**src/rtl/salu_pkg.sv**
```systemverilog
`timescale 1ns / 1ps
`default_nettype none
// ----------------------------------------------------------------------------
// salu_pkg: shared definitions for the signed ALU
// Operation codes and small types of the add/sub/mul/div/rem unit.
// ----------------------------------------------------------------------------
package salu_pkg;

  typedef logic [2:0] kind_t;

  localparam kind_t KIND_ADD = 3'd0;
  localparam kind_t KIND_SUB = 3'd1;
  localparam kind_t KIND_MUL = 3'd2;
  localparam kind_t KIND_DIV = 3'd3;
  localparam kind_t KIND_REM = 3'd4;

endpackage : salu_pkg
`default_nettype wire

```
**src/rtl/signed_alu_mul_div_mod_unit.sv**
```systemverilog
`timescale 1ns / 1ps
`default_nettype none
// ----------------------------------------------------------------------------
// signed_alu_mul_div_mod_unit: signed add, subtract, multiply, divide, remainder
//
// Input channel (in_valid_i/in_ready_o) carries one request: kind_i and two
// signed DATA_WIDTH-bit operands. Output channel (out_valid_o/out_ready_i)
// returns result_o and divide_by_zero_o for each request, in order.
// Add and subtract: acceptance loads the operands, then the fix-up state
// writes the sum or difference from the shared adder to the output register.
// Multiply, divide and remainder: acceptance loads the operand magnitudes,
// then DATA_WIDTH steps of the shared adder (one shift-add or one restoring
// subtract per bit) and a sign fix-up state that writes the output register.
// The unit holds one request at a time; in_ready_o is high only while the
// sequencer is idle, so a new request is accepted only once the previous one
// has left the fix-up state. Results go into an output register, so a new
// request is accepted while the previous result still waits. If the receiver
// stalls and the output register is full, the sequencer holds in its
// fix-up state until the register frees up.
// Reset (rst_ni low, asynchronous) empties the output register and returns
// the sequencer to idle.
// ----------------------------------------------------------------------------
module signed_alu_mul_div_mod_unit
  import salu_pkg::*;
#(
  parameter int DATA_WIDTH = 32
) (
  input  wire logic                         clk_i,
  input  wire logic                         rst_ni,
  input  wire logic                         in_valid_i,
  output      logic                         in_ready_o,
  input  wire logic [2:0]                   kind_i,
  input  wire logic signed [DATA_WIDTH-1:0] left_operand_i,
  input  wire logic signed [DATA_WIDTH-1:0] right_operand_i,
  output      logic                         out_valid_o,
  input  wire logic                         out_ready_i,
  output      logic signed [DATA_WIDTH-1:0] result_o,
  output      logic                         divide_by_zero_o
);

  localparam int W    = DATA_WIDTH;
  localparam int CNTW = (W > 1) ? $clog2(W) : 1;
  localparam logic [CNTW-1:0] CNT_LAST = CNTW'(W - 1);

  typedef enum logic [1:0] {
    ST_IDLE,
    ST_RUN,
    ST_FIX
  } state_e;

  state_e          state_q, state_d;
  kind_t           kind_q, kind_d;
  logic [W-1:0]    a_q, a_d;     // addend, multiplicand, or dividend/quotient
  logic [W-1:0]    b_q, b_d;     // addend, multiplier, or divisor
  logic [W-1:0]    acc_q, acc_d; // product or partial remainder
  logic [CNTW-1:0] cnt_q, cnt_d;
  logic            neg_q, neg_d;
  logic            dz_q, dz_d;
  logic            out_valid_q, out_valid_d;
  logic [W-1:0]    result_q, result_d;
  logic            dz_out_q, dz_out_d;

  // Shared adder: x + (sub ? ~y + 1 : y), with carry out on top
  logic [W:0]   add_x, add_y;
  logic         add_sub;
  logic [W+1:0] add_sum;

  assign add_sum = {1'b0, add_x} + {1'b0, (add_sub ? ~add_y : add_y)}
                 + {{(W+1){1'b0}}, add_sub};

  logic in_fire;
  logic a_neg, b_neg, seq_op;
  logic [W-1:0] a_mag, b_mag;
  logic [W-1:0] rem_shift;
  logic         rem_top;
  logic         div_ge;
  logic [W-1:0] fix_val;
  logic         fix_write;

  assign in_ready_o = (state_q == ST_IDLE);
  assign in_fire    = in_valid_i && in_ready_o;

  // Operand magnitudes at load time
  assign a_neg  = left_operand_i[W-1];
  assign b_neg  = right_operand_i[W-1];
  assign a_mag  = a_neg ? (~left_operand_i + W'(1)) : left_operand_i;
  assign b_mag  = b_neg ? (~right_operand_i + W'(1)) : right_operand_i;
  assign seq_op = kind_i inside {KIND_MUL, KIND_DIV, KIND_REM};

  // Restoring division step: shift in next dividend bit, trial subtract
  assign rem_top   = acc_q[W-1];
  assign rem_shift = {acc_q[W-2:0], a_q[W-1]};
  assign div_ge    = add_sum[W+1];

  // Value to sign-fix at the end of a sequenced operation
  always_comb begin
    case (kind_q)
      KIND_DIV: fix_val = a_q;
      default:  fix_val = acc_q;
    endcase
  end

  // Drive shared adder operands
  always_comb begin
    add_x   = '0;
    add_y   = '0;
    add_sub = 1'b0;
    if (state_q == ST_RUN) begin
      if (kind_q == KIND_MUL) begin
        add_x = {1'b0, acc_q};
        add_y = {1'b0, a_q};
      end else begin
        add_x   = {rem_top, rem_shift};
        add_y   = {1'b0, b_q};
        add_sub = 1'b1;
      end
    end else if (kind_q inside {KIND_ADD, KIND_SUB}) begin
      add_x   = {1'b0, a_q};
      add_y   = {1'b0, b_q};
      add_sub = (kind_q == KIND_SUB);
    end else begin
      add_y   = {1'b0, fix_val};
      add_sub = neg_q;
    end
  end

  assign fix_write = (state_q == ST_FIX) && (!out_valid_q || out_ready_i);

  // Sequencer and output register next state
  always_comb begin
    state_d     = state_q;
    kind_d      = kind_q;
    a_d         = a_q;
    b_d         = b_q;
    acc_d       = acc_q;
    cnt_d       = cnt_q;
    neg_d       = neg_q;
    dz_d        = dz_q;
    result_d    = result_q;
    dz_out_d    = dz_out_q;
    out_valid_d = out_valid_q;

    // drop the held result once taken
    if (out_valid_q && out_ready_i) begin
      out_valid_d = 1'b0;
    end

    case (state_q)
      ST_IDLE: begin
        if (in_fire) begin
          kind_d = kind_i;
          acc_d  = '0;
          cnt_d  = CNT_LAST;
          dz_d   = (kind_i inside {KIND_DIV, KIND_REM}) && (right_operand_i == '0);
          neg_d  = (kind_i == KIND_REM) ? a_neg : (a_neg ^ b_neg);
          if (seq_op) begin
            a_d     = a_mag;
            b_d     = b_mag;
            state_d = ST_RUN;
          end else begin
            a_d     = left_operand_i;
            b_d     = right_operand_i;
            state_d = ST_FIX;
          end
        end
      end
      ST_RUN: begin
        if (kind_q == KIND_MUL) begin
          // accumulate shifted multiplicand when multiplier bit is set
          acc_d = b_q[0] ? add_sum[W-1:0] : acc_q;
          a_d   = {a_q[W-2:0], 1'b0};
          b_d   = {1'b0, b_q[W-1:1]};
        end else begin
          // keep difference when it fits, shift quotient bit in
          acc_d = div_ge ? add_sum[W-1:0] : rem_shift;
          a_d   = {a_q[W-2:0], div_ge};
        end
        cnt_d = cnt_q - CNTW'(1);
        if (cnt_q == '0) begin
          state_d = ST_FIX;
        end
      end
      ST_FIX: begin
        // hold here while output register is still full
        if (fix_write) begin
          case (kind_q)
            KIND_ADD, KIND_SUB, KIND_MUL, KIND_DIV, KIND_REM: begin
              result_d = add_sum[W-1:0];
            end
            default: result_d = '0;
          endcase
          dz_out_d    = dz_q;
          out_valid_d = 1'b1;
          state_d     = ST_IDLE;
        end
      end
      default: begin
        state_d = ST_IDLE;
      end
    endcase
  end

  always_ff @(posedge clk_i or negedge rst_ni) begin
    if (!rst_ni) begin
      state_q     <= ST_IDLE;
      kind_q      <= KIND_ADD;
      a_q         <= '0;
      b_q         <= '0;
      acc_q       <= '0;
      cnt_q       <= '0;
      neg_q       <= 1'b0;
      dz_q        <= 1'b0;
      result_q    <= '0;
      dz_out_q    <= 1'b0;
      out_valid_q <= 1'b0;
    end else begin
      state_q     <= state_d;
      kind_q      <= kind_d;
      a_q         <= a_d;
      b_q         <= b_d;
      acc_q       <= acc_d;
      cnt_q       <= cnt_d;
      neg_q       <= neg_d;
      dz_q        <= dz_d;
      result_q    <= result_d;
      dz_out_q    <= dz_out_d;
      out_valid_q <= out_valid_d;
    end
  end

  assign out_valid_o      = out_valid_q;
  assign result_o         = result_q;
  assign divide_by_zero_o = dz_out_q;

  // Assertions
  a_run_not_ready: assert property (@(posedge clk_i) disable iff (!rst_ni)
    (state_q == ST_RUN) |-> !in_ready_o)
    else $error("accepting a request while the sequencer runs");

  a_fire_leaves_idle: assert property (@(posedge clk_i) disable iff (!rst_ni)
    in_fire |=> (state_q != ST_IDLE))
    else $error("accepted request did not start the sequencer");

  a_full_holds_fix: assert property (@(posedge clk_i) disable iff (!rst_ni)
    ((state_q == ST_FIX) && out_valid_q && !out_ready_i) |=>
      ((state_q == ST_FIX) && $stable(result_q)))
    else $error("result written over an untaken result");

  a_dz_only_div: assert property (@(posedge clk_i) disable iff (!rst_ni)
    (fix_write && dz_q) |-> ((kind_q == KIND_DIV) || (kind_q == KIND_REM)))
    else $error("zero-divisor flag on a non-divide request");

endmodule : signed_alu_mul_div_mod_unit
`default_nettype wire
```
**config.mk**
```make
export PLATFORM = sky130hd
export DESIGN_NAME = signed_alu_mul_div_mod_unit
export DESIGN_NICKNAME = d
export VERILOG_FILES = /design/src/rtl/salu_pkg.sv /design/src/rtl/signed_alu_mul_div_mod_unit.sv
export SDC_FILE = /design/constraint.sdc
export NUM_CORES = 1
export LEC_CHECK = 0
export CAP_MARGIN = 15
export CORE_ASPECT_RATIO = 1.2
export CORE_UTILIZATION = 40
export CTS_BUF_LIST = sky130_fd_sc_hd__clkbuf_2
export CTS_CLUSTER_DIAMETER = 200
export DETAILED_ROUTE_END_ITERATION = 6
export DONT_BUFFER_PORTS = 1
export GPL_TIMING_DRIVEN = 0
export PLACE_DENSITY = 0.57
export SETUP_SLACK_MARGIN = 0.1
export SLEW_MARGIN = 20
export SYNTH_ARGS = -nofsm -noshare
export SYNTH_HDL_FRONTEND = slang
export SYNTH_SLANG_ARGS = --single-unit
```
**constraint.sdc**
```tcl
create_clock -name clk_i -period 7.1 [get_ports clk_i]
set_clock_uncertainty 0.2 [all_clocks]
set_input_delay 1.42 -clock clk_i [delete_from_list [all_inputs] [get_ports clk_i]]
set_output_delay 1.42 -clock clk_i [all_outputs]
set_load 0.01 [all_outputs]
```
==> out/metrics.yaml <==
die_w_um: 157.0
cts_hold_buffers: 0
setup_viol: 0
initial_core_util: 0.4092
design.core.area_um2: 28170
final_cell_mix: "nand2_1, o21ai_0, dfrtp_1, a21oi_1, nor2_1"
drc: 0
antenna_found_initial: 1
clk_pin_slew_worst_paths_ns: 0.27
cpPeakStageDelay_ns: 0.54
synth_edf_count: 0
drt_pre_antenna_iters: 6
dp_hpwl_mm: 30.05
ant_nets: 0
synth_seq_cells: 142
yosys.area_share.simple: 0.1702
syn-num-nets: 1576
nFillCells: 2941
finalSetupTns_ns: 0
route.detailed.wl_per_inst_um: 19.79
status: "complete, no violations"
drive_above_1_share: 0.03469
grt_usage: 0.2598
grt_overflow: 0
hp-class: "in2async"
r2r_cells: 20
synthMuxAreaShare: 0.08392
cts_resized: 0
grt_start_max_net_pins: 143
clk_latency_ns: 0.79
yosys-top-cells-area: "dfrtp_1, o21ai_0, mux2i_1, nand2_1, a21oi_1"
crit_fanout: 10
ys_warn_count: 0
synth-compound-area-share: 0.2601
critPathCapture: "acc_q[24]$_DFFE_PN0P_"
path_class: "reg2reg"
grt_pass1_wl_mm: 58.57
cpMaxStageDelayCell: "clkbuf_1"
worst_setup_path_start_kind: "register"
post-cts-setup-buffers: 0
grt_pass1_vias: 10430
timing_hold_violations_final: 0
drt_wl_total_mm: 37.19
h-tree-depth: 4
root_buffer: "clkbuf_2"
place_area_um2: 12000
num-nets-final: 1595
powerDensity_nw_per_um2: 595.2
maxSlewViolCount: 0
synth_top_area_share: 0.3083
dp.cells: 1847
max_cap_violations: 0
p_leak_nw: 5.275
worst_slew_pin_slew_ns: 1.158
rows: 67
relSlewSlack: 0.2217
cts.sinks: 142
worst_path_dominant_cell_family: "buffers and inverters"
synth_ff_type: "dfrtp_1"
synth_area_leader_cell: "dfrtp_1"
crit_path_end_kind: "register"
layout_commonest_cell: "nand2_1"
rsz0062_at_grt: "false"
crit_cells: 20
syn_area_um2: 11520
crit_top_cell: "clkbuf_1"
layout.cells.non_filler: 1879
critPathLaunch: "state_q[0]$_DFFE_PN0P_"
worstReg2RegStart: "state_q[0]$_DFFE_PN0P_"
drtIter0Drc: 769
crit_arrival_ns: 6.43
numCtsBuffers: 17
gp_congestion: 0.9167
synthAdderAreaFrac: 0.04082
portBuffers: 0
async_flop_share: 1.000
via_per_inst: 5.619
synth_xor_area_frac: 0.08968
syn_inst: 1468
vias: 10560
total_power_w: 0.007324
stdcell_area_um2: 12300
finalCritPeriodShare: 0.8379
syn-mean-instance-area_um2: 7.851
cts_tree: "done"
min_period_ns: 5.949
area_growth_syn_to_layout_pct: 6.764
clock_path_buffers: 2
synth_cell_types: 72
crit_chain: "clkbuf_1 -> nor2b_1 -> buf_2 -> clkbuf_1 -> clkbuf_1 -> clkbuf_1 -> o211ai_1 -> o21ai_0 -> ha_1 -> clkbuf_1 -> a21oi_1 -> o21bai_1 -> a221oi_1 -> o21ai_1 -> a211oi_4 -> o21ai_4 -> a21boi_2 -> buf_2 -> a32oi_1 -> o31ai_1"
fmax_ghz: 0.1681
rrSetupSlack_ns: 1.15
ys_seq_area_frac: 0.3083
regToRegEndpoint: "acc_q[24]$_DFFE_PN0P_"
cp.required_ns: 7.58
dieHeight_um: 187.9
vdd_drop_max_uv: 168.5
crit_buf_inv: 7
synth_top_family_by_area: "compound AO/OA/AOI/OAI gates"
pin_count: 106
fp.dieArea_um2: 29500
synthesized netlist by cell type, types with 4 or more instances:
cell and number:
xnor2_1 50, a31oi_1 10, o21bai_1 9, nand2b_1 10, ha_1 36, xor2_1 68, dfrtp_1 142, nor2_1 98
nand2_1 237, buf_1 13, and3_1 7, a22o_1 23, or3_1 12, a32oi_1 8, o41ai_1 7, and2_1 5
o21ai_1 28, o31ai_1 15, nor2b_1 7, o21a_1 9, clkbuf_1 79, nor3_1 22, nand4_1 5, mux2i_1 94
a21oi_1 120, buf_2 4, o21ai_0 193, nor4_1 10, inv_1 28, a211oi_1 6, nand3_1 12, o211ai_1 33
or4_1 5, a21o_1 9
per-stage QoR:
stage | utilization | setup slack (ns) | hold slack (ns)
floorplan | - | 2.742 | 0.2460
global placement | 0.4260 | 1.387 | 0.2712
detailed placement | 0.4260 | 1.292 | 0.2760
CTS | 0.4367 | 1.182 | 0.03023
global route | 0.4368 | 0.7406 | 0.03347
finish | 0.4368 | 1.151 | 0.08549
sequential cells by signal, summed over array words and instances (netlist names):
| signal | count |
|---|---|
| cnt_q | 5 |
| state_q | 2 |
| b_q | 32 |
| a_q | 32 |
| out_valid_o | 1 |
| result_o | 32 |
| neg_q | 1 |
| acc_q | 32 |
| divide_by_zero_o | 1 |
| kind_q | 3 |
| dz_q | 1 |
kinds of logic after synthesis:
kind of cell    Yosys count
compound gates          498
xor+xnor                118
fa+ha+maj                37
buf+inv                 129
flops                   142
mux                      96
simple gates            448
cell type report:
| cell class | instances | area (um^2) | area share |
|---|---|---|---|
| Multi-Input combinational cell | 1197 | 7431 | 0.6039 |
| Sequential cell | 142 | 3553 | 0.2888 |
| Tap cell | 379 | 474.2 | 0.03854 |
| Buffer | 101 | 435.4 | 0.03539 |
| Clock inverter | 13 | 212.7 | 0.01729 |
| Inverter | 28 | 105.1 | 0.008542 |
| Clock buffer | 18 | 90.09 | 0.007322 |
| Antenna cell | 1 | 2.502 | 0.0002034 |
worst min-delay path by stage:
stage                      from                endpoint  slack (ns)
5_1_grt                  rst_ni  state_q[0]$_DFFE_PN0P_        0.03
3_5_place_dp   dz_q$_DFFE_PN0P_        dz_q$_DFFE_PN0P_        0.28
3_3_place_gp   dz_q$_DFFE_PN0P_        dz_q$_DFFE_PN0P_        0.27
4_1_cts                  rst_ni  state_q[0]$_DFFE_PN0P_        0.03
2_1_floorplan  dz_q$_DFFE_PN0P_        dz_q$_DFFE_PN0P_        0.25
6_report                 rst_ni     b_q[14]$_DFFE_PN0P_        0.09
worst reg2reg max path: cells and delay by family (launching register included):
family	cells	cell delay, ns
fa+ha+maj	1	0.27
buf+inv	7	2.48
compound gates	11	2.33
simple gates	1	0.17
flops	1	0.39
per-layer routing:
metal | vias up | track usage | part of all wire
li1 | 5261 | - | -
met1 | 4981 | 0.3303 | 0.44
met2 | 281 | 0.4496 | 0.49
met3 | 35 | 0.03628 | 0.048
met4 | 0 | 0.08107 | 0.020
met5 | - | 0 | 0
power breakdown:
part	switching (W)	internal [W]
combinational	0.00317	0.00191
clock	0.000337	0.000269
sequential	0.000494	0.00115
(Power assumes the default switching activity.)
